===== config.mk =====
export PLATFORM = sky130hd
export DESIGN_NAME = rrf_cell
export DESIGN_NICKNAME = d
export VERILOG_FILES = /design/src/hdl/rrf_pkg.sv /design/src/hdl/rrf_cell.sv
export SDC_FILE = /design/constraint.sdc
export NUM_CORES = 1
export LEC_CHECK = 0
export ABC_AREA = 0
export BUFFER_PORTS_ARGS = -buffer_cell sky130_fd_sc_hd__buf_4
export CAP_MARGIN = 20
export CORE_UTILIZATION = 60
export DETAILED_ROUTE_END_ITERATION = 16
export HOLD_SLACK_MARGIN = 0.12
export MAX_ROUTING_LAYER = met4
export PLACE_DENSITY = 0.95
export SYNTH_ARGS = -nofsm -noshare
export SYNTH_HDL_FRONTEND = slang
export SYNTH_SLANG_ARGS = --single-unit

===== constraint.sdc =====
create_clock -name clk -period 18.3 [get_ports clk]
set_clock_uncertainty 0.15 [all_clocks]
set_input_delay 3.66 -clock clk [delete_from_list [all_inputs] [get_ports clk]]
set_output_delay 3.66 -clock clk [all_outputs]
set_load 0.005 [all_outputs]

===== src/hdl/rrf_pkg.sv =====
// Shared constants and types for the repeat request filter.
`default_nettype none
package rrf_pkg;
  localparam int ENTRIES = 128;
  localparam int IDX_W   = $clog2(ENTRIES);
  localparam int USED_W  = $clog2(ENTRIES + 1);

  localparam logic [15:0] WINDOW_RST  = 16'd10;
  localparam logic [15:0] IP_LIM_RST  = 16'd2;
  localparam logic [15:0] MAC_LIM_RST = 16'd6;

  localparam logic [1:0] CFG_WINDOW  = 2'd0;
  localparam logic [1:0] CFG_IP_LIM  = 2'd1;
  localparam logic [1:0] CFG_MAC_LIM = 2'd2;

  typedef enum logic {PH_MATCH = 1'b0, PH_STALE = 1'b1} phase_t;

  typedef struct packed {
    logic   vld;
    phase_t phase;
    logic   hit;
    logic   rej;
  } tok_t;

  typedef struct packed {
    logic [47:0] mac;
    logic [31:0] ip;
    logic [31:0] now;
  } req_t;

  typedef struct packed {
    logic [15:0] window;
    logic [15:0] ip_lim;
    logic [15:0] mac_lim;
  } cfg_t;

  typedef struct packed {
    logic             en;
    logic [IDX_W-1:0] idx;
  } fill_t;
endpackage
`default_nettype wire


===== src/hdl/rrf_cell.sv =====
// One table entry with its match, age and update logic.
`default_nettype none
module rrf_cell (
  input  wire                         clk,
  input  wire                         rst_n,
  input  wire  [rrf_pkg::IDX_W-1:0]   cell_idx,
  input  wire  [rrf_pkg::USED_W-1:0]  used,
  input  rrf_pkg::req_t               req,
  input  rrf_pkg::cfg_t               cfg,
  input  rrf_pkg::fill_t              fill,
  input  rrf_pkg::tok_t               tok_i,
  output rrf_pkg::tok_t               tok_o
);
  import rrf_pkg::*;

  logic [47:0] mac_r, mac_nxt;
  logic [31:0] ip_r, ip_nxt;
  logic [31:0] time_r, time_nxt;
  logic [15:0] cnt_r, cnt_nxt;
  tok_t        tok_r, tok_nxt;

  logic signed [32:0] age1, age2, win_s;
  logic               live, ipm, macm, rej;

  always_comb begin
    mac_nxt  = mac_r;
    ip_nxt   = ip_r;
    time_nxt = time_r;
    cnt_nxt  = cnt_r;
    tok_nxt  = tok_i;
    rej      = 1'b0;
    macm     = 1'b0;
    win_s    = {17'b0, cfg.window};
    live     = tok_i.vld && !tok_i.hit && ({1'b0, cell_idx} < used);
    age1     = {1'b0, req.now} - {1'b0, time_r};
    ipm      = (req.ip != 32'd0) && (req.ip == ip_r);
    age2     = 33'sd0;
    if (live && tok_i.phase == PH_MATCH) begin
      if (ipm) begin
        if (age1 < win_s) begin
          cnt_nxt = cnt_r + 16'd1;
          if (cnt_nxt > cfg.ip_lim) rej = 1'b1;
          else time_nxt = req.now;
        end else begin
          mac_nxt = '0; ip_nxt = '0; time_nxt = '0; cnt_nxt = '0;
        end
      end
      // MAC test sees the entry as the IP test left it
      if (!rej) begin
        macm = (req.mac != 48'd0) && (req.mac == mac_nxt);
        age2 = {1'b0, req.now} - {1'b0, time_nxt};
        if (macm) begin
          if (age2 < win_s) begin
            time_nxt = req.now;
            cnt_nxt  = cnt_nxt + 16'd1;
            if (cnt_nxt > cfg.mac_lim) rej = 1'b1;
          end else begin
            mac_nxt = '0; ip_nxt = '0; time_nxt = '0; cnt_nxt = '0;
          end
        end
      end
      tok_nxt.hit = ipm || macm;
      tok_nxt.rej = rej;
    end else if (live && tok_i.phase == PH_STALE) begin
      if (age1 > win_s) begin
        mac_nxt = req.mac; ip_nxt = req.ip; time_nxt = req.now; cnt_nxt = 16'd1;
        tok_nxt.hit = 1'b1;
      end
    end
    if (fill.en && fill.idx == cell_idx) begin
      mac_nxt = req.mac; ip_nxt = req.ip; time_nxt = req.now; cnt_nxt = 16'd1;
    end
  end

  always_ff @(posedge clk) begin
    if (!rst_n) begin
      mac_r  <= '0;
      ip_r   <= '0;
      time_r <= '0;
      cnt_r  <= '0;
      tok_r  <= '0;
    end else begin
      mac_r  <= mac_nxt;
      ip_r   <= ip_nxt;
      time_r <= time_nxt;
      cnt_r  <= cnt_nxt;
      tok_r  <= tok_nxt;
    end
  end

  assign tok_o = tok_r;
endmodule
`default_nettype wire


# After elaboration in Yosys (flattened, before gate mapping)
# Index checks and enable logic that the tools add are counted.
[op_classes] add_sub_neg=4 n_mul=0 n_div=0 magnitude_cmp=6 eq_ne=3 shift=0 muxes=54 n_bitwise=2 reduce_logical=18
[ops] operator="$mux W32" count=20
[ops] operator="$mux W48" count=10
[ops] operator="$mux W16" count=9
[ops] operator="$lt A33 B17 Y1" count=2
[ops] operator="$sub A32 B32 Y33" count=2
[ops] operator="$eq A48 B48 Y1" count=1
[ops] operator="$reduce_bool A48 Y1" count=1
[ops] operator="$gt A33 B17 Y1" count=1
[ops] operator="$add A16 B1 Y16 const B" count=2
[ops] operator="$eq A32 B32 Y1" count=1
[ops] operator="$gt A16 B16 Y1" count=2
[ops] operator="$reduce_bool A32 Y1" count=1
[ops] operator="$mux W1" count=15
[ops] operator="$lt A7 B8 Y1" count=1
[ops] operator="$eq A7 B7 Y1" count=1
[ops] operator="$logic_and A1 B1 Y1" count=7
[ops] operator="$reduce_bool A3 Y1" count=2
[ops] operator="$reduce_and A2 Y1" count=2
[ops] operator="$reduce_bool A2 Y1" count=2
[ops] operator="$not A1 Y1" count=2
[ops] operator="$reduce_or A2 Y1" count=1
[ops] operator="$logic_not A1 Y1" count=1
[ops] operator="$logic_or A1 B1 Y1" count=1
[word_totals] ff_bits=132 latch_bits=0 ram_bits=0 romBits=0 output_inout_bits=4 word_cells=96 mem_count=0

# Depth between registers and ports, before layout
# Gate-level depths: netlist of the first run.
[depth] depth_word=13 ltp_mapped=48 mapped_depth_nobuf=44

# Least setup slack after synthesis of the first run
# Ideal clock, no wire load.
[synth_timing] path_type="in2reg" startpoint="input req[0] in the netlist's numbering" endpoint="register tok_r, in the netlist tok_o[0]" setup_ps=74 arrival_ps=12403 setup_slack_ps=5673 stages=44 n_path_buf=2 cell_sequence="inv_1 ha_1 fa_1 nand2b_1 a21oi_1 o21ai_0 nor2b_1 xnor2_1 ha_1 a21o_1 a21oi_1 nor2b_1 o21ai_0 a31oi_1 or3_4 nor3_4 a21oi_2 nor3_1 (+8 left out) o21bai_1 a21oi_1 xnor2_1 ha_1 a21oi_1 o22ai_1 a2111oi_0 nand4_1 a2111oi_0 nand4_1 nor4_1 o2111ai_1 o41ai_1 a211o_1 clkbuf_1 inv_1 or3_1 a31oi_1"
[synth_between] elab_chain_cells=12
[synth_rtl] item="start: declaration" line_no="rrf_cell.sv:8" text="input rrf_pkg::req_t req,"
[synth_rtl] item="parallel branches: the longest is 10 deep, another holds $sub A32 B32 Y33"
[synth_rtl] item="$mux W1 *" line_no="rrf_cell.sv:49" text="if (!rej) begin"
[synth_rtl] item="$mux W1 *" line_no="rrf_cell.sv:38" text="if (live && tok_i.phase == PH_MATCH) begin"
[synth_rtl] item="end signal: assignment" line_no="rrf_cell.sv:87" text="tok_r <= tok_nxt;"
[synth_rtl] item="end: declaration" line_no="rrf_cell.sv:20" text="tok_t tok_r, tok_nxt;"
# Mark *: on every way between the ends. The select of a mux whose other input is x is not followed.
# A chain may end at the register's enable or synchronous reset.

# Final worst setup path of the first run
[layout_timing] startpoint="input req[0] in the netlist's numbering" endpoint="register cnt_r[15]"
[layout_between] elab_chain_cells=11
[layout_rtl] item="$sub A32 B32 Y33" line_no="rrf_cell.sv:35" text="age1 = {1'b0, req.now} - {1'b0, time_r};"
[layout_rtl] item="$lt A33 B17 Y1" line_no="rrf_cell.sv:40" text="if (age1 < win_s) begin"
[layout_rtl] item="$mux W32" line_no="rrf_cell.sv:40"
[layout_rtl] item="$mux W32" line_no="rrf_cell.sv:39" text="if (ipm) begin"
[layout_rtl] item="$mux W32" line_no="rrf_cell.sv:38"
[layout_rtl] item="$sub A32 B32 Y33" line_no="rrf_cell.sv:51" text="age2 = {1'b0, req.now} - {1'b0, time_nxt};"
[layout_rtl] item="$lt A33 B17 Y1" line_no="rrf_cell.sv:53" text="if (age2 < win_s) begin"
[layout_rtl] item="$mux W16" line_no="rrf_cell.sv:53"
[layout_rtl] item="$mux W16" line_no="rrf_cell.sv:52" text="if (macm) begin"
[layout_rtl] item="$mux W16" line_no="rrf_cell.sv:49"
[layout_rtl] item="$mux W16" line_no="rrf_cell.sv:38"
[layout_rtl] item="end signal: assignment" line_no="rrf_cell.sv:86" text="cnt_r <= cnt_nxt;"
[layout_rtl] item="end: declaration" line_no="rrf_cell.sv:19" text="logic [15:0] cnt_r, cnt_nxt;"
# Parallel ways exist; a longest one is shown, timed or not. The select of a mux whose other input is x is not followed.

==> metrics, run 1 <==
status=completed; number of fill cells=1707; H-Tree Depth=4; top post-synthesis cells by area=dfxtp_1 19%, ha_1 13%, o21ai_0 7.2%; largest net degree at the start of global routing=a little over 90; Root Buffer=clkbuf_16; CP max FO=47; Post-CTS Setup Bufs=0; Detailed Place HPWL=31.7 mm; via count=about 15000; crit share post-route=between 70% and 80%; I/O Buffers=192; Post-Syn Area=about 14000 µm²; post-route ant nets=0; GPL Wtd Cong=0.951; Cells after Synth=1857; Reg area=2640 µm²; Max Slew Vio Count=0; area of the multi-input gates=~10000 µm²; final setup TNS=0 ns; WL final=43.0 mm; crit path DAT=14.77 ns; Seq/Total Area, Yosys=19.3%; post-synth top area share=19.3%; router iterations before antenna repair=6; Peak supply drop=around 0.060 mV; DIE HEIGHT=roughly 150 µm; gr usage total=37.2%; First DRT Iteration DRCs=~1400; max-cap check violation count=0; WL/cell=18.9 µm; syn_nets=2185; leading cell types in the layout, fill and taps excluded=205 x buf_4, 196 x o21ai_0, 166 x nand2_1; DRC viols=0; leak pwr=6.52 nW; worst hold-check path type=reg2reg; Crit. End Element=flip-flop; Initial Utilization=61.9%; crit path launch type=input pin; # IOs=193; max_slew headroom=between 30% and 40%; core footprint=22100 µm²; Hold Crit Depth=2; most common cell after layout, fill and taps aside=buf_4; Post-synth EDFFs=0; flops & latches, synth=132; global route overflow=0; Total Nets Final=2313; Post-synth ARST share=0%; hold_buf cts=0; Clock transition at path regs=0.07 ns; area grow syn2layout=15.3%; insertion delay to the later sink of the worst-skew pair=0.45 ns; Pwr Density=65.6 nW/µm²; WP data required=between 15 and 20 ns; Mean Syn Cell Area=7.37 µm²; vias per inst=~6.6; die area=23400 µm²; # diodes=0; WHS=0.332 ns; Crit-path slowest cell=a2111oi_0; first-pass GRT wire length=roughly 70 mm; area leader, netlist=dfxtp_1; share of layout cells above drive strength 1=13.6%; CP peak stage delay=0.87 ns; Tmin final=approximately 15 ns; Chip Width=between 150 and 200 µm; post_cts resized=0; Setup CP Type=in2reg; antenna violations before repair=0; final hold viol count=0; Synth Flop Type=dfxtp_1; reg2reg path depth=45; Least-Margin Pin Slew=1.00 ns; synth warn=0; row cnt=54; Max Clock Freq=68.6 MHz; Clock Tree Buf Depth=2; vias in the first global route=14300; Inserted Clock Buffers=17; Yosys cell types=83; Final setup viols=0; CTS Sinks=between 100 and 150; CTS tree=done; RSZ-0062 raised after global routing=false
[worst max-delay path: cells and delay by family]
| kind | cells | cell delay, ns |
|---|---|---|
| simple gates | 13 | 2.44 |
| buf+inv | 4 | 0.95 |
| compound gates | 23 | 5.84 |
| fa+ha+maj | 5 | 1.49 |
| xor+xnor | 2 | 0.29 |
[area by class of cell]
type                            instances  share of cell area [%]
Inverter                              143                    3.40
Clock inverter                         15                    1.16
Clock buffer                           17                    2.70
Tap cell                              280                    2.22
Sequential cell                       132                    16.7
Multi-Input combinational cell       1486                    64.0
Timing Repair Buffer                  205                    9.75
[where the power goes]
part | leakage, nW | switching [mW] | internal, mW
Combinational | 5.15 | 0.205 | 0.158
Sequential | 1.08 | 0.0149 | 0.304
Clock | 0.294 | 0.166 | 0.186
Total | 6.52 | 0.386 | 0.648
[through the flow]
step | util, % | power [mW] | cell area (µm²) | std cells | setup slack [ns]
after floorplan | - | 0.564 | 13700 | 1857 | 5.67
after CTS | 71.4 | 1.02 | 15800 | 2278 | 4.01
after global placement | 68.7 | 0.665 | 15200 | 2246 | 4.05
final | 71.4 | 1.03 | 15800 | 2278 | 3.72
after global routing | 71.4 | 1.08 | 15800 | 2278 | 2.91
after detailed placement | 68.7 | 0.676 | 15200 | 2246 | 3.64
[flip-flops by register name, summed over array words and instances (netlist names)]
name and flops:
cnt_r 16, ip_r 32, mac_r 48, time_r 32, tok_o 4
[path summary, 6_finish.rpt]
kind	start	to	slack [ns]
worst min register to register	mac_r[5]	mac_r[5]	0.33
worst max-delay path	req[0]	cnt_r[15]	3.72
worst min-delay path	mac_r[5]	mac_r[5]	0.33
worst max register to register	time_r[0]	cnt_r[15]	6.77
[layer usage]
metal	part of all wire, %	global-route usage (%)	up-vias
met1	41	45.3	6982
met3	8.3	6.27	178
met5	0	-	-
li1	-	-	7100
met2	46	59.9	855
met4	4.3	17.2	0
[cell families after synthesis]
logic type / Yosys count / share of synthesized area, %
AO/OA/AOI/OAI: 651 / 30.5
AND/OR/NAND/NOR: 553 / 20.9
buffers and inverters: 239 / 7.13
adder cells (fa/ha/maj): 139 / 12.8
flip-flops: 132 / 19.3
XOR/XNOR: 129 / 8.26
multiplexers: 14 / 1.05
[Yosys cell counts, types with 38 or more instances]
library cell,number
a21oi_1,86
a22oi_1,120
a31oi_1,48
clkbuf_1,67
dfxtp_1,132
ha_1,137
inv_1,143
nand2_1,166
nand3b_1,38
nor2_1,95
o21ai_0,197
xnor2_1,62
xor2_1,67
(Power assumes the default switching activity.)
==> inputs of run 2 (changes only) <==
--- a/config.mk
+++ b/config.mk
@@ -5,14 +5,14 @@
 export SDC_FILE = /design/constraint.sdc
 export NUM_CORES = 1
 export LEC_CHECK = 0
-export ABC_AREA = 0
+export ABC_AREA = 1
 export BUFFER_PORTS_ARGS = -buffer_cell sky130_fd_sc_hd__buf_4
 export CAP_MARGIN = 20
-export CORE_UTILIZATION = 60
+export CORE_UTILIZATION = 55
 export DETAILED_ROUTE_END_ITERATION = 16
 export HOLD_SLACK_MARGIN = 0.12
 export MAX_ROUTING_LAYER = met4
-export PLACE_DENSITY = 0.95
+export PLACE_DENSITY = 0.91
 export SYNTH_ARGS = -nofsm -noshare
 export SYNTH_HDL_FRONTEND = slang
 export SYNTH_SLANG_ARGS = --single-unit
==> constraint.sdc (replaced) <==
create_clock -name clk -period 13.1 [get_ports clk]
set_clock_uncertainty 0.15 [all_clocks]
set_input_delay 2.62 -clock clk [delete_from_list [all_inputs] [get_ports clk]]
set_output_delay 2.62 -clock clk [all_outputs]
set_load 0.005 [all_outputs]
==> run 2 against run 1 <==
Net effect: die area increased by 24%; critical path depth rose by 2; global-route usage is 0.080 points lower; non-clock buffer count increased by 4; via count rose by 21%; sequential power rose by 43%; setup slack worse by 1.9 ns; synthesized cell count rose by 42%; count of clock-buffer cells in the layout is the same; combinational power grew 90%; register-to-register slack lost 3.6 ns; critical path type unchanged; critical endpoint is now mac_r[10].
==> metrics, run 2 <==
antenna violations before repair=0 (unchanged); met2 routed WL=24.3 mm (was 20.0 mm); CTS tree=done (unchanged); GPL Wtd Cong=1.01 (was 0.951); adder-cell area share of the yosys netlist=11.2% (was 12.8%); Seq/Total Area, Yosys=16.9% (was 19.3%); Crit-path slowest cell=a21boi_0 (was a2111oi_0); most common cell after layout, fill and taps aside=nand2_1 (was buf_4); Clock Tree Buf Depth=2 (unchanged); vias in the first global route=17200 (was 14300); CTS Sinks=132 (unchanged); global route overflow=0 (unchanged); final setup TNS=0 ns (unchanged); Largest delay share family, worst path=compound AO/OA/AOI/OAI gates (unchanged); met1 wire length=21.6 mm (was 17.6 mm); RSZ-0062 raised after global routing=false (unchanged); Final setup viols=0 (unchanged); Pwr Density=92.4 nW/µm² (was 65.6 nW/µm²); core footprint=27900 µm² (was 22100 µm²); H-Tree Depth=4 (unchanged); Reg with most FFs=mac_r (unchanged); post_cts resized=0 (unchanged); CP peak stage delay=0.71 ns (was 0.87 ns); first-pass GRT wire length=84.2 mm (was 69.9 mm); First DRT Iteration DRCs=1929 (was 1409); post-route ant nets=0 (unchanged); largest net degree at the start of global routing=98 (was 91); Synth Area in Compound Gates=19.1% (was 30.5%); Clock transition at path regs=0.08 ns (was 0.07 ns); I/O Buffers=192 (unchanged); routed wl met3=4.43 mm (was 3.56 mm); share of layout cells above drive strength 1=10.3% (was 13.6%); Root Buffer=clkbuf_16 (unchanged); top post-synthesis cells by area=dfxtp_1 17%, nand2_1 16%, ha_1 11% (was dfxtp_1 19%, ha_1 13%, o21ai_0 7.2%); Largest register FFs=48 (unchanged); Synth Area in XOR/XNOR=5.16% (was 8.26%); max-cap check violation count=0 (unchanged); Peak supply drop=0.0771 mV (was 0.0599 mV); Post-synth ARST share=0% (unchanged); setup ws final=1.85 ns (was 3.72 ns); max layer used=met4 (unchanged); hold_buf cts=0 (unchanged); crit share post-route=85.9%; Post-CTS Setup Bufs=0 (unchanged); WP data required=13.31 ns (was 18.49 ns); via count=18300 (was 15100); cell mode on critical path=nand2_1; most frequent cell after synthesis=nand2_1 (was o21ai_0); Tmin final=11.25 ns; worst hold-check path type=reg2reg (unchanged); WHS=0.314 ns (was 0.332 ns); Post-synth top cells=681 x nand2_1, 412 x inv_1, 265 x nor2_1, 225 x a21oi_1, 181 x nand3_1 (was 197 x o21ai_0, 166 x nand2_1, 143 x inv_1, 137 x ha_1, 132 x dfxtp_1); crit path launch type=input pin (unchanged); CP bufs+invs=7 (was 4); Mean Syn Cell Area=5.91 µm² (was 7.37 µm²); WL/cell=16.6 µm (was 18.9 µm); Setup WS pre-CTS=1.65 ns (was 3.64 ns); DRC viols=0 (unchanged); Max Clock Freq=88.9 MHz; Max Slew Vio Count=0 (unchanged); gr usage total=37.1% (was 37.2%); router iterations before antenna repair=7 (was 6); top flop regs=mac_r x48, ip_r x32, time_r x32 (unchanged); flops & latches, synth=132 (unchanged); syn_nets=2970 (was 2185); Total Nets Final=3099 (was 2313); # IOs=193 (unchanged); synth warn=0 (unchanged); CP max FO=46 (was 47); Post-Syn Area=15600 µm² (was 13700 µm²); crit path DAT=11.46 ns (was 14.77 ns); row cnt=61 (was 54); combinational family with the most area after synthesis=simple AND/OR/NAND/NOR gates (was compound AO/OA/AOI/OAI gates); Setup CP Type=in2reg (unchanged); WL final=52.6 mm (was 43.0 mm); Inserted Clock Buffers=17 (unchanged); post-synth top area share=16.9% (was 19.3%); Least-Margin Pin Slew=1.09 ns (was 1.00 ns); DIE HEIGHT=170 µm (was 153 µm); Post-synth EDFFs=0 (unchanged); Initial Utilization=56.0% (was 61.9%); Chip Width=170 µm (was 153 µm); die area=29000 µm² (was 23400 µm²); vias per inst=5.78 (was 6.64); multiplexer share of the synthesized area=0% (was 1.05%); Cells after Synth=2642 (was 1857); Detailed Place HPWL=39.5 mm (was 31.7 mm); leak pwr=8.98 nW (was 6.52 nW); max_slew headroom=27.2% (was 33.1%); Yosys cell types=50 (was 83); area grow syn2layout=14.3% (was 15.3%); area leader, netlist=dfxtp_1 (unchanged); final hold viol count=0 (unchanged); post-synthesis simple-gate area fraction=34.5% (was 20.9%); Synth Flop Type=dfxtp_1 (unchanged); Crit. End Element=flip-flop (unchanged); # diodes=0 (unchanged); status=completed (unchanged); insertion delay to the later sink of the worst-skew pair=0.44 ns (was 0.45 ns); leading cell types in the layout, fill and taps excluded=678 x nand2_1, 412 x inv_1, 264 x nor2_1 (was 205 x buf_4, 196 x o21ai_0, 166 x nand2_1)
[run 2: worst register-to-register path: cells and delay by family, from the launching register on]
| kind | cells | cell delay (ns) |
|---|---|---|
| AOI/OAI and AO/OA | 13 | 2.83 |
| xor gates and xnor gates | 2 | 0.51 |
| adders and majority gates | 3 | 0.85 |
| buffers and inverters | 9 | 1.77 |
| DFF | 1 | 0.39 |
| and+or+nand+nor | 19 | 3.37 |
[run 2: final timing paths]
| kind | startpoint | to | slack, ns | depth (start not counted) |
|---|---|---|---|---|
| worst max-delay path | req[0] | mac_r[10] | 1.85 | 49 |
| worst min-delay path | mac_r[5] | mac_r[5] | 0.31 | 2 |
| worst max register to register | cnt_r[0] | mac_r[10] | 3.13 | 46 |
| worst min register to register | mac_r[5] | mac_r[5] | 0.31 | 2 |
[run 2: routing by layer]
metal | track usage [%] | up-vias
met4 | 18.6 | 0
met5 | - | -
met2 | 60.4 | 917
li1 | - | 8925
met1 | 44.9 | 8236
met3 | 4.79 | 186
[run 2: logic make-up after synthesis]
family                     Yosys count
AOI/OAI and AO/OA                  489
xor gates and xnor gates            92
adders and majority gates          139
buffers and inverters              515
DFF                                132
and+or+nand+nor                   1275
[run 2: per-stage QoR]
step	instances	power, mW	instance area [µm²]	utilization, %
6_report	3162	1.65	17800	64.0
3_5_place_dp	3129	1.13	17200	61.8
3_3_place_gp	3129	1.12	17200	61.8
4_1_cts	3161	1.64	17800	64.0
5_1_grt	3162	1.76	17800	64.0
2_1_floorplan	2642	0.924	15600	-
[run 2: area by class of cell]
cell class | instances | area [µm²]
clock buffers | 17 | 425
clock inverters | 15 | 178
fillers | 2645 | 10000
inverters | 416 | 1560
multi-input cells | 1995 | 11000
flip-flops and latches | 132 | 2640
well taps | 378 | 473
repair buffers | 209 | 1580
[run 2: report_power, final]
part	total [mW]	switching [mW]	internal, mW
sequential	0.455	0.0228	0.432
clock	0.503	0.245	0.259
combinational	0.689	0.435	0.255
